[src/rtl/lfu_pkg.sv]
`default_nettype none
// ----------------------------------------------------------------------------
// lfu_pkg: shared types and constants of the LFU cache
// Default sizes, operation codes, cell commands and controller states.
// ----------------------------------------------------------------------------
package lfu_pkg;

  localparam int unsigned DefEntries   = 64;
  localparam int unsigned DefKeyBits   = 16;
  localparam int unsigned DefValueBits = 32;
  localparam int unsigned DefCountBits = 16;

  localparam int unsigned CapBits      = 7;
  localparam int unsigned ReadBits     = 32;
  localparam int unsigned ApbAddrBits  = 3;
  localparam logic [ApbAddrBits-1:0] AddrCapacity = 3'd0;
  localparam logic [CapBits-1:0]     CapReset     = 7'd64;

  typedef enum logic {
    OP_PUT = 1'b0,
    OP_GET = 1'b1
  } op_e;

  // command broadcast to every cell in the update cycle
  typedef enum logic [1:0] {
    CMD_NONE   = 2'd0,
    CMD_TOUCH  = 2'd1,
    CMD_INSERT = 2'd2
  } cmd_e;

  typedef enum logic [1:0] {
    ST_IDLE  = 2'd0,
    ST_SCAN  = 2'd1,
    ST_APPLY = 2'd2,
    ST_RESP  = 2'd3
  } state_e;

endpackage
`default_nettype wire

[src/rtl/lfu_cell.sv]
`default_nettype none
// ----------------------------------------------------------------------------
// lfu_cell: one cache entry of the cell row
// Holds key, value, use count and recency rank; merges itself into the scan
// word from its left neighbor and registers it for the right neighbor.
// ----------------------------------------------------------------------------
module lfu_cell #(
  parameter int unsigned ENTRIES    = lfu_pkg::DefEntries,
  parameter int unsigned KEY_BITS   = lfu_pkg::DefKeyBits,
  parameter int unsigned VALUE_BITS = lfu_pkg::DefValueBits,
  parameter int unsigned COUNT_BITS = lfu_pkg::DefCountBits,
  parameter int unsigned IDX        = 0,
  localparam int unsigned IdxW      = $clog2(ENTRIES)
) (
  input  wire logic                  clk_i,
  input  wire logic                  rst_ni,
  input  wire logic [KEY_BITS-1:0]   key_i,
  // scan word in
  input  wire logic                  hit_i,
  input  wire logic [IdxW-1:0]       hit_idx_i,
  input  wire logic [IdxW-1:0]       hit_rank_i,
  input  wire logic [VALUE_BITS-1:0] hit_value_i,
  input  wire logic                  vic_ok_i,
  input  wire logic [IdxW-1:0]       vic_idx_i,
  input  wire logic [COUNT_BITS-1:0] vic_count_i,
  input  wire logic [IdxW-1:0]       vic_rank_i,
  input  wire logic                  free_ok_i,
  input  wire logic [IdxW-1:0]       free_idx_i,
  // scan word out
  output logic                       hit_o,
  output logic [IdxW-1:0]            hit_idx_o,
  output logic [IdxW-1:0]            hit_rank_o,
  output logic [VALUE_BITS-1:0]      hit_value_o,
  output logic                       vic_ok_o,
  output logic [IdxW-1:0]            vic_idx_o,
  output logic [COUNT_BITS-1:0]      vic_count_o,
  output logic [IdxW-1:0]            vic_rank_o,
  output logic                       free_ok_o,
  output logic [IdxW-1:0]            free_idx_o,
  // update command
  input  wire lfu_pkg::cmd_e         cmd_i,
  input  wire logic                  wr_value_i,
  input  wire logic                  evict_i,
  input  wire logic [IdxW-1:0]       tgt_idx_i,
  input  wire logic [IdxW-1:0]       tgt_rank_i,
  input  wire logic [IdxW-1:0]       ev_idx_i,
  input  wire logic [IdxW-1:0]       ev_rank_i,
  input  wire logic [IdxW-1:0]       slot_idx_i,
  input  wire logic [VALUE_BITS-1:0] new_value_i
);

  localparam logic [IdxW-1:0] MyIdx = IdxW'(IDX);

  logic                  valid_q, valid_d;
  logic [KEY_BITS-1:0]   key_q, key_d;
  logic [VALUE_BITS-1:0] value_q, value_d;
  logic [COUNT_BITS-1:0] count_q, count_d;
  logic [IdxW-1:0]       rank_q, rank_d;
  logic                  match, take_vic, is_vic;

  // merge this entry into the scan word
  assign match    = valid_q && (key_q == key_i) && !hit_i;
  assign take_vic = valid_q && (!vic_ok_i || (count_q < vic_count_i) ||
                    ((count_q == vic_count_i) && (rank_q > vic_rank_i)));

  always_ff @(posedge clk_i) begin
    hit_o       <= hit_i | match;
    hit_idx_o   <= match ? MyIdx : hit_idx_i;
    hit_rank_o  <= match ? rank_q : hit_rank_i;
    hit_value_o <= match ? value_q : hit_value_i;
    vic_ok_o    <= vic_ok_i | take_vic;
    vic_idx_o   <= take_vic ? MyIdx : vic_idx_i;
    vic_count_o <= take_vic ? count_q : vic_count_i;
    vic_rank_o  <= take_vic ? rank_q : vic_rank_i;
    free_ok_o   <= free_ok_i | !valid_q;
    free_idx_o  <= (!valid_q && !free_ok_i) ? MyIdx : free_idx_i;
  end

  // entry update
  assign is_vic = evict_i && (ev_idx_i == MyIdx);

  always_comb begin
    valid_d = valid_q;
    key_d   = key_q;
    value_d = value_q;
    count_d = count_q;
    rank_d  = rank_q;
    unique case (cmd_i)
      lfu_pkg::CMD_TOUCH: begin
        if (tgt_idx_i == MyIdx) begin
          rank_d = '0;
          if (count_q != '1) count_d = count_q + 1'b1;
          if (wr_value_i) value_d = new_value_i;
        end else if (valid_q && (rank_q < tgt_rank_i)) begin
          rank_d = rank_q + 1'b1;
        end
      end
      lfu_pkg::CMD_INSERT: begin
        if (slot_idx_i == MyIdx) begin
          valid_d = 1'b1;
          key_d   = key_i;
          value_d = new_value_i;
          count_d = COUNT_BITS'(1);
          rank_d  = '0;
        end else if (is_vic) begin
          valid_d = 1'b0;
        end else if (valid_q) begin
          if (!(evict_i && (rank_q > ev_rank_i))) rank_d = rank_q + 1'b1;
        end
      end
      default: ;
    endcase
  end

  always_ff @(posedge clk_i or negedge rst_ni) begin
    if (!rst_ni) begin
      valid_q <= 1'b0;
    end else begin
      valid_q <= valid_d;
    end
  end

  always_ff @(posedge clk_i) begin
    key_q   <= key_d;
    value_q <= value_d;
    count_q <= count_d;
    rank_q  <= rank_d;
  end

endmodule
`default_nettype wire

[config.mk]
export PLATFORM = sky130hd
export DESIGN_NAME = lfu_cell
export DESIGN_NICKNAME = d
export VERILOG_FILES = /design/src/rtl/lfu_pkg.sv /design/src/rtl/lfu_cell.sv
export SDC_FILE = /design/constraint.sdc
export NUM_CORES = 1
export LEC_CHECK = 0
export BUFFER_PORTS_ARGS = -buffer_cell sky130_fd_sc_hd__buf_2
export CORE_MARGIN = 1
export CORE_UTILIZATION = 40
export CTS_CLUSTER_SIZE = 24
export DETAILED_ROUTE_END_ITERATION = 8
export PLACE_DENSITY = 0.68
export SLEW_MARGIN = 20
export SYNTH_ARGS = -nofsm -noshare
export SYNTH_HDL_FRONTEND = slang
export SYNTH_SLANG_ARGS = --single-unit
[constraint.sdc]
create_clock -name clk_i -period 6 [get_ports clk_i]
set_input_delay 0.9 -clock clk_i [delete_from_list [all_inputs] [get_ports clk_i]]
set_output_delay 0.9 -clock clk_i [all_outputs]
set_load 0.1 [all_outputs]
==> results.json <==
{
  "status": "completed",
  "cts_tree": "yes",
  "synth_edf_count": 70,
  "syn_nets": 846,
  "worst_slack_ps": 2943,
  "yosysTopAreaCell": "edfxtp_1",
  "required_ps": 6290,
  "dieArea_um2": 18220,
  "p_per_area_nw_per_um2": 343.1,
  "p_leak_nw": 3.982,
  "grt_max_degree": 99,
  "wl_mm": 18.00,
  "drive_above_1_share_pct": 36.59,
  "cts_hold_buf": 0,
  "syn_inst": 644,
  "cp_max_fo": 24,
  "peakVddDrop_mv": 0.2136,
  "hpwlAfterDp_mm": 13.10,
  "ant_nets": 0,
  "root_buffer": "clkbuf_16",
  "io_buffers": 245,
  "area_growth_pct": 28.59,
  "crit_type": "input pin to flop",
  "placeableCoreArea_um2": 17300,
  "maxSlewViolCount": 0,
  "ys.flop_type": "dfxtp_1",
  "grt_pass1_vias": 5450,
  "hold_path_class": "input pin to asynchronous set/reset pin",
  "slew_headroom_pct": 36.30,
  "final.period_utilization_pct": 50.95,
  "nets": 1080,
  "max_freq_mhz": 327.1,
  "worst_pin_slew_ps": 955.4,
  "async_flop_share_pct": 0.6579,
  "via_per_inst": 5.115,
  "synth_top_cell_area_share_pct": 29.72,
  "rsz0062_at_grt": "no",
  "synth_area_um2": 7072,
  "antenna_found_initial": 1,
  "cts_resized": 0,
  "clk_path_buf_depth": 2,
  "wire_per_inst_um": 16.12,
  "num_rows": 48,
  "grt_overflow": 0,
  "critical_path_arrival_ps": 3350,
  "drv_cap": 0,
  "n_fill_cell": 1561,
  "dp_cells": 1083,
  "cts.sinks": 152,
  "setup_tns_ps": 0,
  "io_pins": 246,
  "grt_pass1_wl_mm": 27.59,
  "critPathCaptureType": "flop",
  "drtIter0Drc": 341,
  "final_hold_viol_count": 0,
  "final_util_pct": 52.58,
  "finalSetupViolations": 0,
  "drc_errors": 0,
  "finClkSkew_ps": 15.64,
  "htree_levels": 4,
  "die_w_um": 135.0,
  "post-route-min-period_ps": 3057,
  "path_clk_slew_ps": 60,
  "die_h_um": 135.0,
  "synth.top_cells.by_area": "edfxtp_1 30%, dfxtp_1 23%, ha_1 6.5%",
  "clk_latency_ps": 430,
  "yosys_warnings": 0,
  "grt.total_usage_pct": 19.90,
  "pre_cts_slack_ps": 2522,
  "start_util_pct": 40.89,
  "fin_cells": 1117,
  "drtPass1Iterations": 4,
  "startpoint_type": "input pin",
  "cts_made_buffers": 17,
  "synth-seq-area-share_pct": 53.01,
  "vias": 5714,
  "cts_setup_buffers": 0,
  "avgSynthCellArea_um2": 10.98,
  "synth.ff_latch_count": 152,
  "gp_congestion": 0.7971,
  "ys_types": 47
}
-- worst max-delay path, cell delays in order --
cell      delay, ps
buf_2            90
inv_1            40
ha_1            320
a21oi_1         140
o21ai_0         110
a221o_1         610
nor3_2          670
buf_4           330
o211ai_1        120
-- layout make-up --
class	count	area (um^2)	share of cell area (%)
sequential	152	3750	41.24
inverter	43	161.4	1.775
clock buffer	19	454.2	4.995
antenna	1	2.502	0.02752
multi-input combinational	410	3009	33.09
timing repair buffer	254	1314	14.45
clock inverter	13	121.4	1.335
tap	225	281.5	3.096
-- worst paths after layout --
check / start / to / slack [ps] / depth (start not counted)
worst min register to register: value_q[18] / hit_value_o[18] / 460 / 1
worst max register to register: count_q[7] / vic_rank_o[5] / 2960 / 7
min in group clk_i: value_q[18] / hit_value_o[18] / 460 / 1
worst max-delay path: vic_count_i[7] / vic_rank_o[5] / 2940 / 9
max in group asynchronous: rst_ni / valid_q / 5670 / 1
worst min-delay path: rst_ni / valid_q / 240 / 1
-- layout by cell type (no fill, tap or decap), types with 26 or more instances in the layout --
cell type / synthesis / routed
buf_2: 0 / 245
dfxtp_1: 81 / 81
edfxtp_1: 70 / 70
ha_1: 37 / 37
inv_1: 43 / 43
mux2_2: 32 / 32
nand2_1: 32 / 32
nand3_1: 40 / 40
nor2_1: 29 / 29
o21ai_0: 26 / 26
-- layer usage --
| metal | track usage [%] | wire (um) | up-vias |
|---|---|---|---|
| li1 | - | - | 2830 |
| met3 | 4.242 | 965 | 37 |
| met2 | 31.56 | 8511 | 176 |
| met4 | 8.926 | 480 | 0 |
| met1 | 26.03 | 8046 | 2671 |
| met5 | 0 | 0 | - |
-- cells by family (layout without fill, tap and decap cells) --
| logic type | Yosys count | in the layout | share of synthesized area, % |
|---|---|---|---|
| muxes | 38 | 38 | 6.051 |
| buffers and inverters | 82 | 329 | 4.777 |
| adders and majority gates | 37 | 37 | 6.546 |
| AOI/OAI and AO/OA | 111 | 111 | 10.39 |
| DFF | 152 | 152 | 53.01 |
| xor gates and xnor gates | 33 | 33 | 4.087 |
| other | 0 | 1 | 0 |
| and+or+nand+nor | 191 | 191 | 15.15 |
-- registers in the layout (all words and copies together) (netlist names), 6 cells and up --
| signal | flops |
|---|---|
| hit_value_o | 32 |
| value_q | 32 |
| vic_rank_o | 6 |
| hit_rank_o | 6 |
| rank_q | 6 |
| free_idx_o | 6 |
| vic_count_o | 16 |
| key_q | 16 |
| count_q | 16 |
| vic_idx_o | 6 |
| hit_idx_o | 6 |
-- stage by stage --
stage	cell area [um^2]	total power, W	hold WS [ps]
2_1_floorplan	7072	0.001902	432.1
3_3_place_gp	8488	0.002084	434.2
3_5_place_dp	8488	0.002095	445.6
4_1_cts	9064	0.003145	220.2
5_1_grt	9091	0.003255	226.9
6_report	9094	0.003120	240.3
-- Yosys cell counts, types with 23 or more instances --
cell	count
dfxtp_1	81
nor2_1	29
mux2_2	32
a31oi_1	24
nand3_1	40
inv_1	43
edfxtp_1	70
o21ai_0	26
ha_1	37
clkbuf_1	33
o211ai_1	23
nand2_1	32
-- power by group --
group / internal (W) / total (W) / switching [W]
logic: 0.000197 / 0.000835 / 0.000638
registers: 0.00118 / 0.00124 / 0.0000589
clock network: 0.000574 / 0.00105 / 0.000473
Note: power is estimated with default switching activity, not from simulation.
